==> src/hdl/sfcr_pkg.sv <==
// Shared constants, types and the CRC-16 byte update of the stuffed frame receiver.
// No dependencies; every other file of the block refers to this package by scope.
`default_nettype none

package sfcr_pkg;

    localparam logic [7:0]  SYM_START = 8'h8D;
    localparam logic [7:0]  SYM_END   = 8'h8E;
    localparam logic [7:0]  SYM_ESC   = 8'h8F;
    localparam logic [15:0] CRC_POLY  = 16'h1021;
    localparam logic [15:0] CRC_RESET = 16'h5635;
    localparam int          MIN_FRAME = 4;
    localparam int          MAX_LENGTH_RESET = 256;
    localparam int          LENGTH_LIMIT_DEF = 4096;
    localparam int          QUEUE_DEPTH = 2;

    localparam int          CFG_IDX_W = 2;
    localparam logic [CFG_IDX_W-1:0] CFG_MAX_LENGTH = 2'd0;
    localparam logic [CFG_IDX_W-1:0] CFG_CRC_INIT   = 2'd1;

    localparam int          MAX_LENGTH_W = 13;
    localparam int          CFG_DATA_W   = 16;

    typedef enum logic [2:0] {
        EV_NONE      = 3'd0,
        EV_STORED    = 3'd1,
        EV_FRAME_OK  = 3'd2,
        EV_CRC_ERR   = 3'd3,
        EV_TOO_SHORT = 3'd4,
        EV_OVERFLOW  = 3'd5,
        EV_BAD_ESC   = 3'd6
    } t_event;

    // What the front end decided a received byte means
    typedef enum logic [2:0] {
        K_NONE    = 3'd0,
        K_START   = 3'd1,
        K_END     = 3'd2,
        K_STORE   = 3'd3,
        K_BAD_ESC = 3'd4
    } t_kind;

    typedef struct packed {
        t_kind      kind;
        logic [7:0] value;
    } t_item;

    // CRC-16, polynomial 0x1021, MSB first, one byte
    function automatic logic [15:0] crc_byte(input logic [15:0] crc, input logic [7:0] b);
        logic [15:0] c;
        c = crc ^ {b, 8'h00};
        for (int k = 0; k < 8; k++) begin
            if (c[15]) begin
                c = {c[14:0], 1'b0} ^ CRC_POLY;
            end else begin
                c = {c[14:0], 1'b0};
            end
        end
        return c;
    endfunction

endpackage

`default_nettype wire

==> src/hdl/sfcr_if.sv <==
// Valid/ready channel interfaces: received bytes, result items, register writes.
// Depends on sfcr_pkg for the register index and data widths.
`default_nettype none

interface sfcr_in_if;
    logic       valid;
    logic       ready;
    logic [7:0] rx_byte;
    modport source (output valid, output rx_byte, input ready);
    modport sink   (input valid, input rx_byte, output ready);
endinterface

interface sfcr_out_if;
    logic        valid;
    logic        ready;
    logic [2:0]  event_res;
    logic [7:0]  data_byte;
    logic [11:0] byte_index;
    logic [11:0] payload_length;
    modport source (output valid, output event_res, output data_byte, output byte_index,
                    output payload_length, input ready);
    modport sink   (input valid, input event_res, input data_byte, input byte_index,
                    input payload_length, output ready);
endinterface

interface sfcr_cfg_if;
    logic                           valid;
    logic                           ready;
    logic [sfcr_pkg::CFG_IDX_W-1:0] reg_index;
    logic [sfcr_pkg::CFG_DATA_W-1:0] wr_data;
    modport source (output valid, output reg_index, output wr_data, input ready);
    modport sink   (input valid, input reg_index, input wr_data, output ready);
endinterface

`default_nettype wire

==> src/hdl/sfcr_front.sv <==
// Front end: takes raw bytes, resolves escapes and classifies each byte for the back end.
// Depends on sfcr_pkg and sfcr_in_if.
`default_nettype none

module sfcr_front (
    input  wire logic            i_clk,
    input  wire logic            i_rst_n,
    sfcr_in_if.sink              i_rx,
    input  wire logic            i_full,
    output sfcr_pkg::t_item      o_item,
    output logic                 o_push
);

    logic       r_esc;
    logic       n_esc;
    logic [7:0] w_inv;

    assign i_rx.ready = !i_full;
    assign o_push     = i_rx.valid && !i_full;
    assign w_inv      = ~i_rx.rx_byte;

    always_comb begin
        o_item.value = i_rx.rx_byte;
        o_item.kind  = sfcr_pkg::K_NONE;
        n_esc        = r_esc;
        if (r_esc) begin
            n_esc        = 1'b0;
            o_item.value = w_inv;
            if (w_inv == sfcr_pkg::SYM_START || w_inv == sfcr_pkg::SYM_END ||
                w_inv == sfcr_pkg::SYM_ESC) begin
                o_item.kind = sfcr_pkg::K_STORE;
            end else begin
                o_item.kind = sfcr_pkg::K_BAD_ESC;
            end
        end else begin
            case (i_rx.rx_byte)
                sfcr_pkg::SYM_START: o_item.kind = sfcr_pkg::K_START;
                sfcr_pkg::SYM_END:   o_item.kind = sfcr_pkg::K_END;
                sfcr_pkg::SYM_ESC: begin
                    o_item.kind = sfcr_pkg::K_NONE;
                    n_esc       = 1'b1;
                end
                default:             o_item.kind = sfcr_pkg::K_STORE;
            endcase
        end
    end

    always_ff @(posedge i_clk) begin
        if (!i_rst_n) begin
            r_esc <= 1'b0;
        end else if (o_push) begin
            r_esc <= n_esc;
        end
    end

endmodule

`default_nettype wire

==> src/hdl/sfcr_queue.sv <==
// Short queue of classified bytes between the front and back ends.
// Depends on sfcr_pkg.
`default_nettype none

module sfcr_queue (
    input  wire logic            i_clk,
    input  wire logic            i_rst_n,
    input  wire logic            i_push,
    input  sfcr_pkg::t_item      i_item,
    output logic                 o_full,
    input  wire logic            i_pop,
    output sfcr_pkg::t_item      o_item,
    output logic                 o_empty
);

    localparam int DEPTH = sfcr_pkg::QUEUE_DEPTH;
    localparam int PW    = (DEPTH > 1) ? $clog2(DEPTH) : 1;
    localparam int NW    = $clog2(DEPTH + 1);

    sfcr_pkg::t_item r_mem [DEPTH];
    logic [PW-1:0]   r_wr_ptr;
    logic [PW-1:0]   r_rd_ptr;
    logic [NW-1:0]   r_count;
    logic            w_push;
    logic            w_pop;

    assign o_full  = (r_count == NW'(DEPTH));
    assign o_empty = (r_count == '0);
    assign w_push  = i_push && !o_full;
    assign w_pop   = i_pop && !o_empty;
    assign o_item  = r_mem[r_rd_ptr];

    function automatic logic [PW-1:0] ptr_inc(input logic [PW-1:0] p);
        return (p == PW'(DEPTH - 1)) ? '0 : PW'(p + 1'b1);
    endfunction

    always_ff @(posedge i_clk) begin
        if (w_push) begin
            r_mem[r_wr_ptr] <= i_item;
        end
    end

    always_ff @(posedge i_clk) begin
        if (!i_rst_n) begin
            r_wr_ptr <= '0;
            r_rd_ptr <= '0;
            r_count  <= '0;
        end else begin
            if (w_push) begin
                r_wr_ptr <= ptr_inc(r_wr_ptr);
            end
            if (w_pop) begin
                r_rd_ptr <= ptr_inc(r_rd_ptr);
            end
            if (w_push && !w_pop) begin
                r_count <= NW'(r_count + 1'b1);
            end else if (w_pop && !w_push) begin
                r_count <= NW'(r_count - 1'b1);
            end
        end
    end

endmodule

`default_nettype wire

==> src/hdl/sfcr_back.sv <==
// Back end: frame count, running CRC, limit checks, registers and the result register.
// Depends on sfcr_pkg, sfcr_out_if and sfcr_cfg_if.
`default_nettype none

module sfcr_back #(
    parameter int LENGTH_LIMIT = sfcr_pkg::LENGTH_LIMIT_DEF
) (
    input  wire logic            i_clk,
    input  wire logic            i_rst_n,
    input  sfcr_pkg::t_item      i_item,
    input  wire logic            i_empty,
    output logic                 o_pop,
    sfcr_out_if.source           o_res,
    sfcr_cfg_if.sink             i_cfg
);

    localparam int CW = $clog2(LENGTH_LIMIT + 1);
    localparam int EW = (CW > 12) ? CW : 12;
    localparam int MW = (CW > sfcr_pkg::MAX_LENGTH_W) ? CW : sfcr_pkg::MAX_LENGTH_W;
    localparam int LIMIT_RESET = (sfcr_pkg::MAX_LENGTH_RESET > LENGTH_LIMIT) ?
                                 LENGTH_LIMIT : sfcr_pkg::MAX_LENGTH_RESET;

    logic [CW-1:0]  r_count;
    logic [CW-1:0]  n_count;
    logic [15:0]    r_crc;
    logic [15:0]    n_crc;
    logic [15:0]    r_crc_init;
    logic [CW-1:0]  r_limit;
    logic           r_out_valid;
    sfcr_pkg::t_event r_event;
    sfcr_pkg::t_event n_event;
    logic [7:0]     r_data;
    logic [7:0]     n_data;
    logic [11:0]    r_index;
    logic [11:0]    n_index;
    logic [11:0]    r_length;
    logic [11:0]    n_length;
    logic [EW-1:0]  w_count_ext;
    logic [MW-1:0]  w_max_len;
    logic           w_cfg_wr;

    assign o_pop        = !i_empty && (!r_out_valid || o_res.ready);
    assign w_count_ext  = EW'(r_count);
    assign w_max_len    = MW'(i_cfg.wr_data[sfcr_pkg::MAX_LENGTH_W-1:0]);
    assign i_cfg.ready  = 1'b1;
    assign w_cfg_wr     = i_cfg.valid;

    assign o_res.valid          = r_out_valid;
    assign o_res.event_res      = r_event;
    assign o_res.data_byte      = r_data;
    assign o_res.byte_index     = r_index;
    assign o_res.payload_length = r_length;

    always_comb begin
        n_count  = r_count;
        n_crc    = r_crc;
        n_event  = sfcr_pkg::EV_NONE;
        n_data   = '0;
        n_index  = '0;
        n_length = '0;
        case (i_item.kind)
            sfcr_pkg::K_NONE: begin
                n_event = sfcr_pkg::EV_NONE;
            end
            sfcr_pkg::K_START: begin
                n_count = '0;
                n_crc   = r_crc_init;
            end
            sfcr_pkg::K_BAD_ESC: begin
                n_event = sfcr_pkg::EV_BAD_ESC;
                n_count = '0;
                n_crc   = r_crc_init;
            end
            sfcr_pkg::K_END: begin
                if (w_count_ext < EW'(sfcr_pkg::MIN_FRAME)) begin
                    n_event = sfcr_pkg::EV_TOO_SHORT;
                end else if (r_crc != '0) begin
                    n_event = sfcr_pkg::EV_CRC_ERR;
                end else begin
                    n_event  = sfcr_pkg::EV_FRAME_OK;
                    n_length = w_count_ext[11:0] - 12'd2;
                end
                n_count = '0;
                n_crc   = r_crc_init;
            end
            sfcr_pkg::K_STORE: begin
                if (r_count >= r_limit) begin
                    // frame full: drop the byte and start over
                    n_event = sfcr_pkg::EV_OVERFLOW;
                    n_count = '0;
                    n_crc   = r_crc_init;
                end else begin
                    n_event = sfcr_pkg::EV_STORED;
                    n_data  = i_item.value;
                    n_index = w_count_ext[11:0];
                    n_crc   = sfcr_pkg::crc_byte(r_crc, i_item.value);
                    n_count = CW'(r_count + 1'b1);
                end
            end
            default: begin
                n_event = sfcr_pkg::EV_NONE;
            end
        endcase
    end

    always_ff @(posedge i_clk) begin
        if (!i_rst_n) begin
            r_count     <= '0;
            r_crc       <= sfcr_pkg::CRC_RESET;
            r_crc_init  <= sfcr_pkg::CRC_RESET;
            r_limit     <= CW'(LIMIT_RESET);
            r_out_valid <= 1'b0;
        end else begin
            if (w_cfg_wr) begin
                case (i_cfg.reg_index)
                    sfcr_pkg::CFG_MAX_LENGTH: begin
                        // cap at the build-time limit
                        if (w_max_len > MW'(LENGTH_LIMIT)) begin
                            r_limit <= CW'(LENGTH_LIMIT);
                        end else begin
                            r_limit <= CW'(w_max_len);
                        end
                    end
                    sfcr_pkg::CFG_CRC_INIT: r_crc_init <= i_cfg.wr_data;
                    default: ;
                endcase
            end
            if (o_pop) begin
                r_count     <= n_count;
                r_crc       <= n_crc;
                r_out_valid <= 1'b1;
            end else if (o_res.ready) begin
                r_out_valid <= 1'b0;
            end
        end
    end

    always_ff @(posedge i_clk) begin
        if (o_pop) begin
            r_event  <= n_event;
            r_data   <= n_data;
            r_index  <= n_index;
            r_length <= n_length;
        end
    end

    a_count_bound: assert property (@(posedge i_clk) disable iff (!i_rst_n)
        r_count <= CW'(LENGTH_LIMIT))
        else $error("frame byte count above length limit");

    a_start_clears: assert property (@(posedge i_clk) disable iff (!i_rst_n)
        o_pop && i_item.kind == sfcr_pkg::K_START |=> r_count == '0 && r_crc == r_crc_init)
        else $error("start byte did not restart the frame");

    a_store_counts: assert property (@(posedge i_clk) disable iff (!i_rst_n)
        o_pop && i_item.kind == sfcr_pkg::K_STORE && r_count < r_limit
        |=> r_count == CW'($past(r_count) + 1'b1) && r_event == sfcr_pkg::EV_STORED)
        else $error("stored byte did not advance the count");

    a_stall_holds: assert property (@(posedge i_clk) disable iff (!i_rst_n)
        r_out_valid && !o_res.ready |-> !o_pop)
        else $error("queue popped while result stalled");

endmodule

`default_nettype wire

==> src/hdl/stuffed_frame_crc16_receiver.sv <==
// Top level of the byte-stuffed frame receiver with CRC-16 check.
// Depends on sfcr_pkg, sfcr_if, sfcr_front, sfcr_queue and sfcr_back.
//
// Usage:
//   i_rx carries one raw link byte per transfer; o_res returns exactly one result
//   per byte: an event code, and for a stored byte the unstuffed value and its
//   index, for a good frame the payload length without the two CRC bytes.
//   i_cfg writes register 0 (max_length, capped at LENGTH_LIMIT) and register 1
//   (crc_init, loaded at each frame restart); it is always ready. The user must
//   write it only while no byte is in flight; the block does not enforce this.
//   Path: a byte accepted from i_rx is written into the queue, then taken into
//   the result register once that is free or o_res.ready is high.
//   Throughput: one byte per cycle while o_res.ready stays high; the CRC update
//   is one byte-wide step per cycle in the back end.
//   Reset (i_rst_n low, synchronous): queue and result register empty, escape
//   cleared, count zero, CRC and crc_init 0x5635, max_length 256 (LENGTH_LIMIT if lower).
//   Stall: the result register holds while o_res.ready is low; the two-entry
//   queue keeps taking bytes until it is full, then i_rx.ready drops.
`default_nettype none

module stuffed_frame_crc16_receiver #(
    parameter int LENGTH_LIMIT = sfcr_pkg::LENGTH_LIMIT_DEF
) (
    input  wire logic    i_clk,
    input  wire logic    i_rst_n,
    sfcr_in_if.sink      i_rx,
    sfcr_out_if.source   o_res,
    sfcr_cfg_if.sink     i_cfg
);

    sfcr_pkg::t_item w_front_item;
    sfcr_pkg::t_item w_queue_item;
    logic            w_push;
    logic            w_full;
    logic            w_pop;
    logic            w_empty;

    sfcr_front u_front (
        .i_clk   (i_clk),
        .i_rst_n (i_rst_n),
        .i_rx    (i_rx),
        .i_full  (w_full),
        .o_item  (w_front_item),
        .o_push  (w_push)
    );

    sfcr_queue u_queue (
        .i_clk   (i_clk),
        .i_rst_n (i_rst_n),
        .i_push  (w_push),
        .i_item  (w_front_item),
        .o_full  (w_full),
        .i_pop   (w_pop),
        .o_item  (w_queue_item),
        .o_empty (w_empty)
    );

    sfcr_back #(
        .LENGTH_LIMIT (LENGTH_LIMIT)
    ) u_back (
        .i_clk   (i_clk),
        .i_rst_n (i_rst_n),
        .i_item  (w_queue_item),
        .i_empty (w_empty),
        .o_pop   (w_pop),
        .o_res   (o_res),
        .i_cfg   (i_cfg)
    );

endmodule

`default_nettype wire

==> src/flat_wrapper.sv <==
// flat-port wrapper written by rule: the top's interface ports become plain ports
module stuffed_frame_crc16_receiver_flat 
#(
    parameter int LENGTH_LIMIT = sfcr_pkg::LENGTH_LIMIT_DEF
)
  (i_clk, i_rst_n, i_rx_valid, i_rx_rx_byte, i_rx_ready, o_res_valid, o_res_event_res, o_res_data_byte, o_res_byte_index, o_res_payload_length, o_res_ready, i_cfg_valid, i_cfg_reg_index, i_cfg_wr_data, i_cfg_ready);
  sfcr_in_if i_rx_i ();
  sfcr_out_if o_res_i ();
  sfcr_cfg_if i_cfg_i ();
  input  wire logic i_clk;
  input  wire logic i_rst_n;
  input wire logic [$bits(i_rx_i.valid)-1:0] i_rx_valid;
  input wire logic [$bits(i_rx_i.rx_byte)-1:0] i_rx_rx_byte;
  output wire logic [$bits(i_rx_i.ready)-1:0] i_rx_ready;
  output wire logic [$bits(o_res_i.valid)-1:0] o_res_valid;
  output wire logic [$bits(o_res_i.event_res)-1:0] o_res_event_res;
  output wire logic [$bits(o_res_i.data_byte)-1:0] o_res_data_byte;
  output wire logic [$bits(o_res_i.byte_index)-1:0] o_res_byte_index;
  output wire logic [$bits(o_res_i.payload_length)-1:0] o_res_payload_length;
  input wire logic [$bits(o_res_i.ready)-1:0] o_res_ready;
  input wire logic [$bits(i_cfg_i.valid)-1:0] i_cfg_valid;
  input wire logic [$bits(i_cfg_i.reg_index)-1:0] i_cfg_reg_index;
  input wire logic [$bits(i_cfg_i.wr_data)-1:0] i_cfg_wr_data;
  output wire logic [$bits(i_cfg_i.ready)-1:0] i_cfg_ready;
  assign i_rx_i.valid = i_rx_valid;
  assign i_rx_i.rx_byte = i_rx_rx_byte;
  assign i_rx_ready = i_rx_i.ready;
  assign o_res_valid = o_res_i.valid;
  assign o_res_event_res = o_res_i.event_res;
  assign o_res_data_byte = o_res_i.data_byte;
  assign o_res_byte_index = o_res_i.byte_index;
  assign o_res_payload_length = o_res_i.payload_length;
  assign o_res_i.ready = o_res_ready;
  assign i_cfg_i.valid = i_cfg_valid;
  assign i_cfg_i.reg_index = i_cfg_reg_index;
  assign i_cfg_i.wr_data = i_cfg_wr_data;
  assign i_cfg_ready = i_cfg_i.ready;
  stuffed_frame_crc16_receiver #(.LENGTH_LIMIT(LENGTH_LIMIT)) u_core (.i_clk(i_clk), .i_rst_n(i_rst_n), .i_rx(i_rx_i), .o_res(o_res_i), .i_cfg(i_cfg_i));
endmodule
==> config.mk <==
export PLATFORM = sky130hd
export DESIGN_NAME = stuffed_frame_crc16_receiver_flat
export DESIGN_NICKNAME = d
export VERILOG_FILES = /design/src/hdl/sfcr_pkg.sv /design/src/hdl/sfcr_if.sv /design/src/hdl/sfcr_front.sv /design/src/hdl/sfcr_queue.sv /design/src/hdl/sfcr_back.sv /design/src/hdl/stuffed_frame_crc16_receiver.sv /design/src/flat_wrapper.sv
export SDC_FILE = /design/constraint.sdc
export NUM_CORES = 1
export LEC_CHECK = 0
export ABC_CLOCK_PERIOD_IN_PS = 3700
export BUFFER_PORTS_ARGS = -buffer_cell sky130_fd_sc_hd__buf_2
export CAP_MARGIN = 20
export CORE_MARGIN = 2
export CORE_UTILIZATION = 45
export CTS_CLUSTER_DIAMETER = 80
export DETAILED_ROUTE_END_ITERATION = 7
export GPL_TIMING_DRIVEN = 0
export PLACE_DENSITY = 0.67
export SLEW_MARGIN = 20
export SYNTH_ARGS = -nofsm -noshare
export SYNTH_HDL_FRONTEND = slang
export SYNTH_HIERARCHICAL = 1
export SYNTH_SLANG_ARGS = --single-unit
==> constraint.sdc <==
create_clock -name i_clk -period 3.7 [get_ports i_clk]
set_clock_uncertainty 0.1 [all_clocks]
set_input_delay 0.185 -clock i_clk [delete_from_list [all_inputs] [get_ports i_clk]]
set_output_delay 0.185 -clock i_clk [all_outputs]
set_load 0.03 [all_outputs]
==> results of run 1 <==
[cells in the mapped netlist, types with 4 or more instances]
master and instances:
mux2_2 11, and2_1 20, xor2_1 28, nand2b_1 7, and3_1 10, o311ai_0 4, a22oi_1 8, nor2b_1 13
or3_1 4, dfxtp_1 65, nand4_1 5, inv_1 22, nand2_1 60, edfxtp_1 57, a221oi_1 4, o211ai_1 4
nor2_1 47, nor4_1 11, buf_2 5, o21ai_0 15, nand3_1 24, clkbuf_1 21, a21oi_1 20, a21boi_0 11
mux2i_1 5, xnor2_1 23, ha_1 17
[cells by family (layout without fill, tap and decap cells)]
family | Yosys count | after routing | share of synthesized area, %
XOR/XNOR | 51 | 51 | 7.74
buffers and inverters | 53 | 170 | 3.75
multiplexers | 16 | 16 | 3.01
AO/OA/AOI/OAI | 83 | 83 | 9.65
flip-flops | 122 | 122 | 52.2
other | 1 | 1 | 0.0650
adder cells (fa/ha/maj) | 17 | 17 | 3.69
AND/OR/NAND/NOR | 223 | 223 | 19.9
[layout by cell type (no fill, tap or decap), types with 10 or more instances in the layout]
| master | count |
|---|---|
| a21boi_0 | 11 |
| a21oi_1 | 20 |
| and2_1 | 20 |
| and3_1 | 10 |
| buf_2 | 72 |
| clkbuf_1 | 22 |
| clkbuf_16 | 17 |
| dfxtp_1 | 65 |
| dlygate4sd3_1 | 17 |
| edfxtp_1 | 57 |
| ha_1 | 17 |
| inv_1 | 22 |
| mux2_2 | 11 |
| nand2_1 | 60 |
| nand3_1 | 24 |
| nor2_1 | 47 |
| nor2b_1 | 12 |
| nor4_1 | 11 |
| o21ai_0 | 15 |
| xnor2_1 | 23 |
| xor2_1 | 28 |
[stage by stage]
step                      setup TNS [ps]  std cells  worst slack, ps
after floorplan                        0        566              137
after global placement             -8700        805             -590
after detailed placement               0        806              786
after CTS                              0        855              763
after global routing                   0        855              570
final                                  0        855              741
[registers in the layout, summed over array words and instances (netlist names), named ones only]
signal / flops
u_core/u_queue/r_count: 2
u_core/u_back/o_res.byte_index: 12
u_core/u_queue/r_rd_ptr: 1
u_core/u_back/o_res.payload_length: 12
u_core/u_back/r_crc: 16
u_core/u_back/r_limit: 13
u_core/u_front/r_esc: 1
u_core/u_back/o_res.event_res: 3
u_core/u_queue/r_wr_ptr: 1
u_core/u_back/o_res.data_byte: 8
u_core/u_back/r_count: 13
u_core/u_queue/r_mem: 22
u_core/u_back/o_res.valid: 1
u_core/u_back/r_crc_init: 16
[area by class of cell]
class                      instances  share of cell area [%]
multi-input combinational        391                    35.5
buffer                            30                    1.81
clock inverter                    13                    3.08
sequential                       122                    42.0
timing repair buffer              85                    7.32
clock buffer                      19                    6.17
inverter                          23                    1.20
tap                              172                    3.00
[metal layers]
layer  up-vias  part of all wire (%)  GRT usage (%)
li1       2205                     -              -
met1      2168                    46           27.3
met2       126                    49           33.6
met3        14                   4.3           4.69
met4         0                   1.2           7.53
met5         -                     0              0
[final timing paths]
| kind | start | end | slack [ps] | depth (start not counted) |
|---|---|---|---|---|
| worst min register to register | u_core/u_back/r_crc_init[4]$_SDFFE_PN1P_ | u_core/u_back/r_crc_init[4]$_SDFFE_PN1P_ | 370 | 2 |
| worst max-delay path | register | u_core/u_back/r_crc[14]$_SDFFE_PN1P_ | 740 | 9 |
| worst max register to register | register | u_core/u_back/r_crc[14]$_SDFFE_PN1P_ | 740 | 9 |
| worst min-delay path | i_rx_rx_byte[2] | u_core/u_queue/r_mem[1][2]$_DFFE_PP_ | 5 | 2 |
[critical path: cells and delay by family (launching register included)]
| family | cells | cell delay, ps |
|---|---|---|
| mux | 1 | 410 |
| buf+inv | 2 | 530 |
| simple gates | 1 | 320 |
| compound gates | 5 | 1110 |
| flops | 1 | 340 |
[power groups by stage]
stage / sequential [uW] / clock (uW) / combinational (uW)
2_1_floorplan: 2230 / 0 / 1020
6_report: 1910 / 1850 / 1850
4_1_cts: 1910 / 1880 / 1850
3_5_place_dp: 1940 / 0 / 1820
3_3_place_gp: 1950 / 0 / 1740
5_1_grt: 1950 / 1940 / 2030
==> results.yml, run 1 <==
status:
  status: "completed"
route:
  ant_nets: 0
  drt-total-wl_um: 13400
  drc: 0
  viasPerCell: 5.28
  first_pass_iters: 4
  vias: 4513
  drt_iter0_drc: 441
  wl_per_cell_um: 15.7
layout:
  drive_gt1_share_pct: 18.6
  final_util_pct: 57.1
  area_growth_pct: 24.5
  area.sequential_mm2: 0.00301
  multiInputGateArea_mm2: 0.00255
  fillers: 1072
  diodes: 0
  final_area_mm2: 0.00718
  num-nets-final: 718
power:
  power.total_uw: 5620
  p_comb_share_pct: 33.0
  ir_drop_mv: 0.368
  switchingPower_uw: 1920
  p_clk_share_pct: 32.9
  seqPwrFrac_pct: 34.1
  p_sw_share_pct: 34.2
  power.internal_uw: 3700
  power-per-cell-area_mw_per_mm2: 783
  leakagePower_uw: 0.00286
clocking:
  cts-root-buf: "clkbuf_16"
  cts.htree.levels: 4
  clkTransAtPathRegs_ps: 50
  cts.sinks: 122
  cts_tree: "built"
  ctsHoldBuffers: 17
  cts_resized: 0
  clock_path_buffers: 2
  numCtsBuffers: 17
  clock_latency_ps: 420
  post_cts_buffers: 0
place:
  gp_congestion: 0.907
  port_buffers: 67
  place_area_mm2: 0.00635
  hpwl_um: 9690
synth:
  syn_nets: 614
  yosys_most_used_dff: "dfxtp_1"
  ys_async_sr_fraction_pct: 0
  syn_inst: 566
  ys.warnings.count: 6
  synth_top_area_share_pct: 29.7
  syn_area_mm2: 0.00577
  netlist.top_cell.by_area: "edfxtp_1"
  ys_seq_area_share_pct: 52.2
  syn_area_per_cell_um2: 10.2
  ys_top_cells_by_area: "edfxtp_1, dfxtp_1, xor2_1, nand2_1, ha_1"
  ys_seq_elements: 122
  synth-edff-count: 57
  synth_cell_types: 58
worst_setup_path:
  worst_setup_path_end_kind: "register"
  slowest_delay_ps: 460
  slowest_stage: "a221oi_1"
  arrival_ps: 3130
  worst_ep_required_time_ps: 3870
  crit_chain: "buf_2, mux2_2, and3b_2, o211ai_2, a21oi_2, a21bo_1, clkbuf_1, a221oi_1, o21ai_0"
  crit_fanout: 10
  path_class: "register to register"
  startpoint_type: "register"
global_route:
  gr-total-overflow: 0
  antenna_found_initial: 0
  grt_pass1_vias: 4396
  grt_usage_pct: 20.7
  grt_max_degree: 31
  grt_pass1_wl_um: 21500
floorplan:
  initial_core_util_pct: 45.9
  fp.dieW_um: 117
  core-area_mm2: 0.0126
  die-area_mm2: 0.0137
  rows: 41
  die_h_um: 117
  ioPinCount: 69
timing:
  fin_crit_sh_pct: 80.0
  whs_ps: 5.42
  rsz0062_at_grt: "false"
  worst_slew_pin_slew_ps: 1070
  setup_viol: 0
  min_period_ps: 2960
  drv_slew: 0
  fmax_mhz: 338
  slew_headroom_pct: 28.5
  hold_viol: 0
run:
  cap_viol_max_count: 0
hold_path:
  hold_path.class: "primary input to register"
Power figures use the tool's default switching activity.
==> inputs of run 2 (changes only) <==
--- a/config.mk
+++ b/config.mk
@@ -5,7 +5,7 @@
 export SDC_FILE = /design/constraint.sdc
 export NUM_CORES = 1
 export LEC_CHECK = 0
-export ABC_CLOCK_PERIOD_IN_PS = 3700
+export ABC_CLOCK_PERIOD_IN_PS = 2600
 export BUFFER_PORTS_ARGS = -buffer_cell sky130_fd_sc_hd__buf_2
 export CAP_MARGIN = 20
 export CORE_MARGIN = 2
==> constraint.sdc (replaced) <==
create_clock -name i_clk -period 2.6 [get_ports i_clk]
set_clock_uncertainty 0.1 [all_clocks]
set_input_delay 0.13 -clock i_clk [delete_from_list [all_inputs] [get_ports i_clk]]
set_output_delay 0.13 -clock i_clk [all_outputs]
set_load 0.03 [all_outputs]
==> results.yml, run 2 (synthesis results as in run 1) <==
layout:
  top_register: "u_core/u_queue/r_mem"
  multiInputGateArea_mm2: 0.00261
  num-nets-final: 736
  final_common_cell: "buf_2"
  drive_gt1_share_pct: 21.7
  final_util_pct: 58.3
  layout_common_cells: "buf_2, dfxtp_1, nand2_1"
  largest_reg_flops: 22
  instances_no_fill: 873
  fillers: 1044
  top_regs: "u_core/u_queue/r_mem: 22 flops, u_core/u_back/r_crc: 16 flops, u_core/u_back/r_crc_init: 16 flops"
  diodes: 0
  area_growth_pct: 27.0
  area.sequential_mm2: 0.00301
clocking:
  clkTransAtPathRegs_ps: 50
  cts.htree.levels: 4
  cts.sinks: 122
  cts-root-buf: "clkbuf_16"
  clock_path_buffers: 2
  cts_tree: "built"
  numCtsBuffers: 17
  clock_latency_ps: 410
place:
  gp_congestion: 0.909
  port_buffers: 67
  dp_cells: 805
  hpwl_um: 9760
power:
  leakagePower_uw: 0.00294
  switchingPower_uw: 2820
  p_comb_share_pct: 35.8
  p_sw_share_pct: 35.7
  p_clk_share_pct: 29.7
  power-per-cell-area_mw_per_mm2: 1080
  seqPwrFrac_pct: 34.6
  ir_drop_mv: 0.467
  power.internal_uw: 5090
global_route:
  grt_max_degree: 20
  top_usage_layer: "met2"
  grt_pass1_vias: 4207
  use_met2_pct: 34.9
  globalRouteMet3Util_pct: 4.43
  gr-total-overflow: 0
  antenna_found_initial: 0
  met1_usage_pct: 27.5
  grt_usage_pct: 21.2
  grt_pass1_wl_um: 21700
worst_setup_path:
  arrival_ps: 2740
  worst_setup_path_end_kind: "register"
  startpoint_type: "register"
  worst_ep_required_time_ps: 2830
  crit_chain: "buf_6, mux2_2, and3b_2, o211ai_2, a21oi_2, a21bo_1, or4_1, a31oi_1"
  ff2ff_setup_slack_ps: 90
  slowest_stage: "or4_1"
  crit_fanout: 5
  path_class: "register to register"
  crit_family: "simple AND/OR/NAND/NOR gates"
  slowest_delay_ps: 500
  cp_num_buf_inv: 1
hold_path:
  hold_path.class: "primary input to register"
route:
  ant_nets: 0
  drt-total-wl_um: 13900
  vias: 4548
  drt_iter0_drc: 397
  first_pass_iters: 5
  viasPerCell: 5.21
  wl_per_cell_um: 16.0
  drc: 0
run:
  cap_viol_max_count: 0
floorplan:
  die_h_um: 117
  initial_core_util_pct: 45.9
  ioPinCount: 69
  rows: 41
  die-area_mm2: 0.0137
  core-area_mm2: 0.0126
  fp.dieW_um: 117
timing:
  setup_viol: 0
  worst_slew_pin_slew_ps: 971
  hold_viol: 0
  whs_ps: 57.6
  fmax_mhz: 399
  finalSetupTns_ps: 0
  rsz0062_at_grt: "true"
  min_period_ps: 2510
  slew_headroom_pct: 34.9
  drv_slew: 0
  fin_crit_sh_pct: 96.5
status:
  status: "completed"
-- run 2: final timing paths --
check	startpoint	end	cells after the start
min	i_rx_valid	u_core/u_front/r_esc$_SDFFE_PN0P_	3
max reg2reg	register	u_core/u_back/r_count[3]$_SDFFE_PN0P_	8
min reg2reg	u_core/u_back/r_crc_init[2]$_SDFFE_PN1P_	u_core/u_back/r_crc_init[2]$_SDFFE_PN1P_	2
max	register	u_core/u_back/r_count[3]$_SDFFE_PN0P_	8
-- run 2: repair_timing --
action | CTS | global route
buffers inserted | 2 | 6
pin swaps | 1 | 3
gates resized for setup | 12 | 16
endpoints found under the setup margin | 44 | 27
gates cloned | 2 | 1
hold buffers | 25 | 0
hold endpoints to repair | 47 | 0
-- run 2: final cells by class --
cell class	count	area share, %
Sequential cell	122	41.1
Multi-Input combinational cell	392	35.6
Timing Repair Buffer	102	8.95
Clock buffer	20	6.10
Tap cell	172	2.94
Buffer	30	2.07
Clock inverter	12	2.03
Inverter	23	1.18
-- run 2: power groups by stage --
stage | registers [uW] | logic (uW) | clock network, uW
floorplan | 3150 | 1470 | 0
global route | 2780 | 3070 | 2460
global placement | 2750 | 2500 | 0
finish | 2730 | 2830 | 2350
detailed placement | 2770 | 2530 | 0
CTS | 2730 | 2690 | 2370
-- run 2: layer usage --
metal	wire length (um)	share of wire, %
met1	6380	46
met5	0	0
met2	6800	49
met4	150	1.1
met3	608	4.4
-- run 2: stage by stage --
| step | setup WS, ps | cell area [um2] | total power [uW] |
|---|---|---|---|
| after floorplan | 213 | 5780 | 4620 |
| after global placement | -285 | 6330 | 5250 |
| after detailed placement | -326 | 6330 | 5300 |
| after CTS | 2.40 | 7250 | 7800 |
| after global routing | -17.9 | 7330 | 8310 |
| final | 90.7 | 7330 | 7910 |
-- run 2: tightest hold or removal path: stages --
cell and delay [ps]:
buf_2 90, nor2b_1 170, o2bb2ai_1 130
==> inputs of run 3 (changes only) <==
--- a/config.mk
+++ b/config.mk
@@ -13,7 +13,8 @@
 export CTS_CLUSTER_DIAMETER = 80
 export DETAILED_ROUTE_END_ITERATION = 7
 export GPL_TIMING_DRIVEN = 0
-export PLACE_DENSITY = 0.67
+export PLACE_DENSITY = 0.74
+export REMOVE_ABC_BUFFERS = 1
 export SLEW_MARGIN = 20
 export SYNTH_ARGS = -nofsm -noshare
 export SYNTH_HDL_FRONTEND = slang
==> results.yml, run 3 (synthesis results as in run 1) <==
status:
  status: "completed"
route:
  vias: 4448
  drt-total-wl_um: 12900
  drc: 0
  first_pass_iters: 5
  drt_iter0_drc: 436
  viasPerCell: 5.27
  wl_per_cell_um: 15.3
  ant_nets: 0
power:
  power-per-cell-area_mw_per_mm2: 1080
  leakagePower_uw: 0.00287
  ir_drop_mv: 0.552
global_route:
  use_met2_pct: 32.8
  grt_usage_pct: 19.5
  met1_usage_pct: 25.1
  grt_pass1_wl_um: 20600
  gr-total-overflow: 0
  antenna_found_initial: 0
  grt_pass1_vias: 4237
  top_usage_layer: "met2"
  grt_max_degree: 64
  globalRouteMet3Util_pct: 4.27
clocking:
  numCtsBuffers: 17
  cts.htree.levels: 4
  clock_path_buffers: 2
  cts.sinks: 122
  clkTransAtPathRegs_ps: 50
  cts_tree: "built"
  clock_latency_ps: 400
  cts-root-buf: "clkbuf_16"
timing:
  rsz0062_at_grt: "true"
  finalSetupTns_ps: 0
  hold_viol: 0
  fin_crit_sh_pct: 98.4
  whs_ps: 76.1
  fmax_mhz: 391
  drv_slew: 0
  setup_viol: 0
  min_period_ps: 2560
  slew_headroom_pct: 34.5
  worst_slew_pin_slew_ps: 982
layout:
  top_regs: "u_core/u_queue/r_mem: 22 flops, u_core/u_back/r_crc: 16 flops, u_core/u_back/r_crc_init: 16 flops"
  diodes: 0
  instances_no_fill: 844
  largest_reg_flops: 22
  top_register: "u_core/u_queue/r_mem"
  num-nets-final: 707
  area_growth_pct: 25.2
  final_area_mm2: 0.00722
  final_common_cell: "buf_2"
  layout_common_cells: "buf_2, dfxtp_1, nand2_1"
  drive_gt1_share_pct: 21.0
place:
  hpwl_um: 8560
  port_buffers: 67
  place_area_mm2: 0.00626
  gp_congestion: 0.852
  dp_cells: 777
hold_path:
  min_to: "u_core/u_back/o_res.valid$_SDFFE_PN0P_"
  holdPathStages: 3
  hold_path.class: "primary input to register"
  hp-start: "o_res_ready"
worst_setup_path:
  ff2ff_setup_slack_ps: 40
  worst_ep_required_time_ps: 2730
  arrival_ps: 2690
  path_class: "register to register"
  startpoint_type: "register"
  worst_setup_path_end_kind: "register"
  crit_fanout: 8
  r2r-end: "u_core/u_back/r_crc[12]$_SDFFE_PN1P_"
  reg2reg_depth: 8
floorplan:
  ioPinCount: 69
  fp.dieW_um: 117
  rows: 41
  initial_core_util_pct: 45.9
  die-area_mm2: 0.0137
  core-area_mm2: 0.0126
  die_h_um: 117
run:
  cap_viol_max_count: 0
[run 3: per-layer routing]
metal	up-vias	wire, um
met5	-	0
met4	0	185
met3	15	610
met2	127	6350
met1	2133	5790
li1	2173	-
[run 3: report_power, final]
part	internal, uW	leakage [uW]	switching [uW]	total (uW)
Combinational	1060	0.00151	1720	2770
Sequential	2540	0.00107	212	2750
Clock	1480	0.000286	817	2290
[run 3: area by class of cell]
type	count	area (um2)
fillers	1049	5350
clock inverters	9	83.8
inverters	23	86.3
repair buffers	103	706
well taps	172	215
flip-flops and latches	122	3020
clock buffers	23	510
multi-input cells	392	2600
[run 3: repair_timing]
action	4_1_cts	5_1_grt
gates resized for setup	6	8
endpoints found under the hold margin	41	0
setup buffers	7	3
hold buffers	24	0
gates cloned	1	0
pin swaps	1	0
setup endpoints to repair	35	24
[run 3: worst max path at each step]
stage | from | end | slack [ps] | cells past startpoint
floorplan | u_core/u_back/o_res.valid$_SDFFE_PN0P_ | u_core/u_back/r_count[2]$_SDFFE_PN0P_ | -990 | 6
global placement | register | u_core/u_back/r_count[7]$_SDFFE_PN0P_ | -2260 | 7
detailed placement | register | u_core/u_back/r_count[12]$_SDFFE_PN0P_ | -850 | 7
CTS | register | u_core/u_back/r_count[4]$_SDFFE_PN0P_ | 20 | 7
global route | register | u_core/u_back/r_crc[12]$_SDFFE_PN1P_ | -7 | 8
finish | register | u_core/u_back/r_crc[12]$_SDFFE_PN1P_ | 40 | 8
[run 3: critical path: stages, from the launching register on]
cell,delay (ps)
dfxtp_4,400
buf_4,130
mux2_2,370
xor2_1,350
xnor2_1,230
xnor2_1,170
and3_1,200
a221oi_1,300
o21ai_0,140
[run 3: through the flow]
step / total power (uW) / setup slack (ps) / utilization [%]
2_1_floorplan: 4570 / -989 / -
3_3_place_gp: 5140 / -2260 / 49.2
3_5_place_dp: 5310 / -853 / 49.8
4_1_cts: 7760 / 24.5 / 57.1
5_1_grt: 8180 / -6.77 / 57.5
6_report: 7820 / 42.6 / 57.5
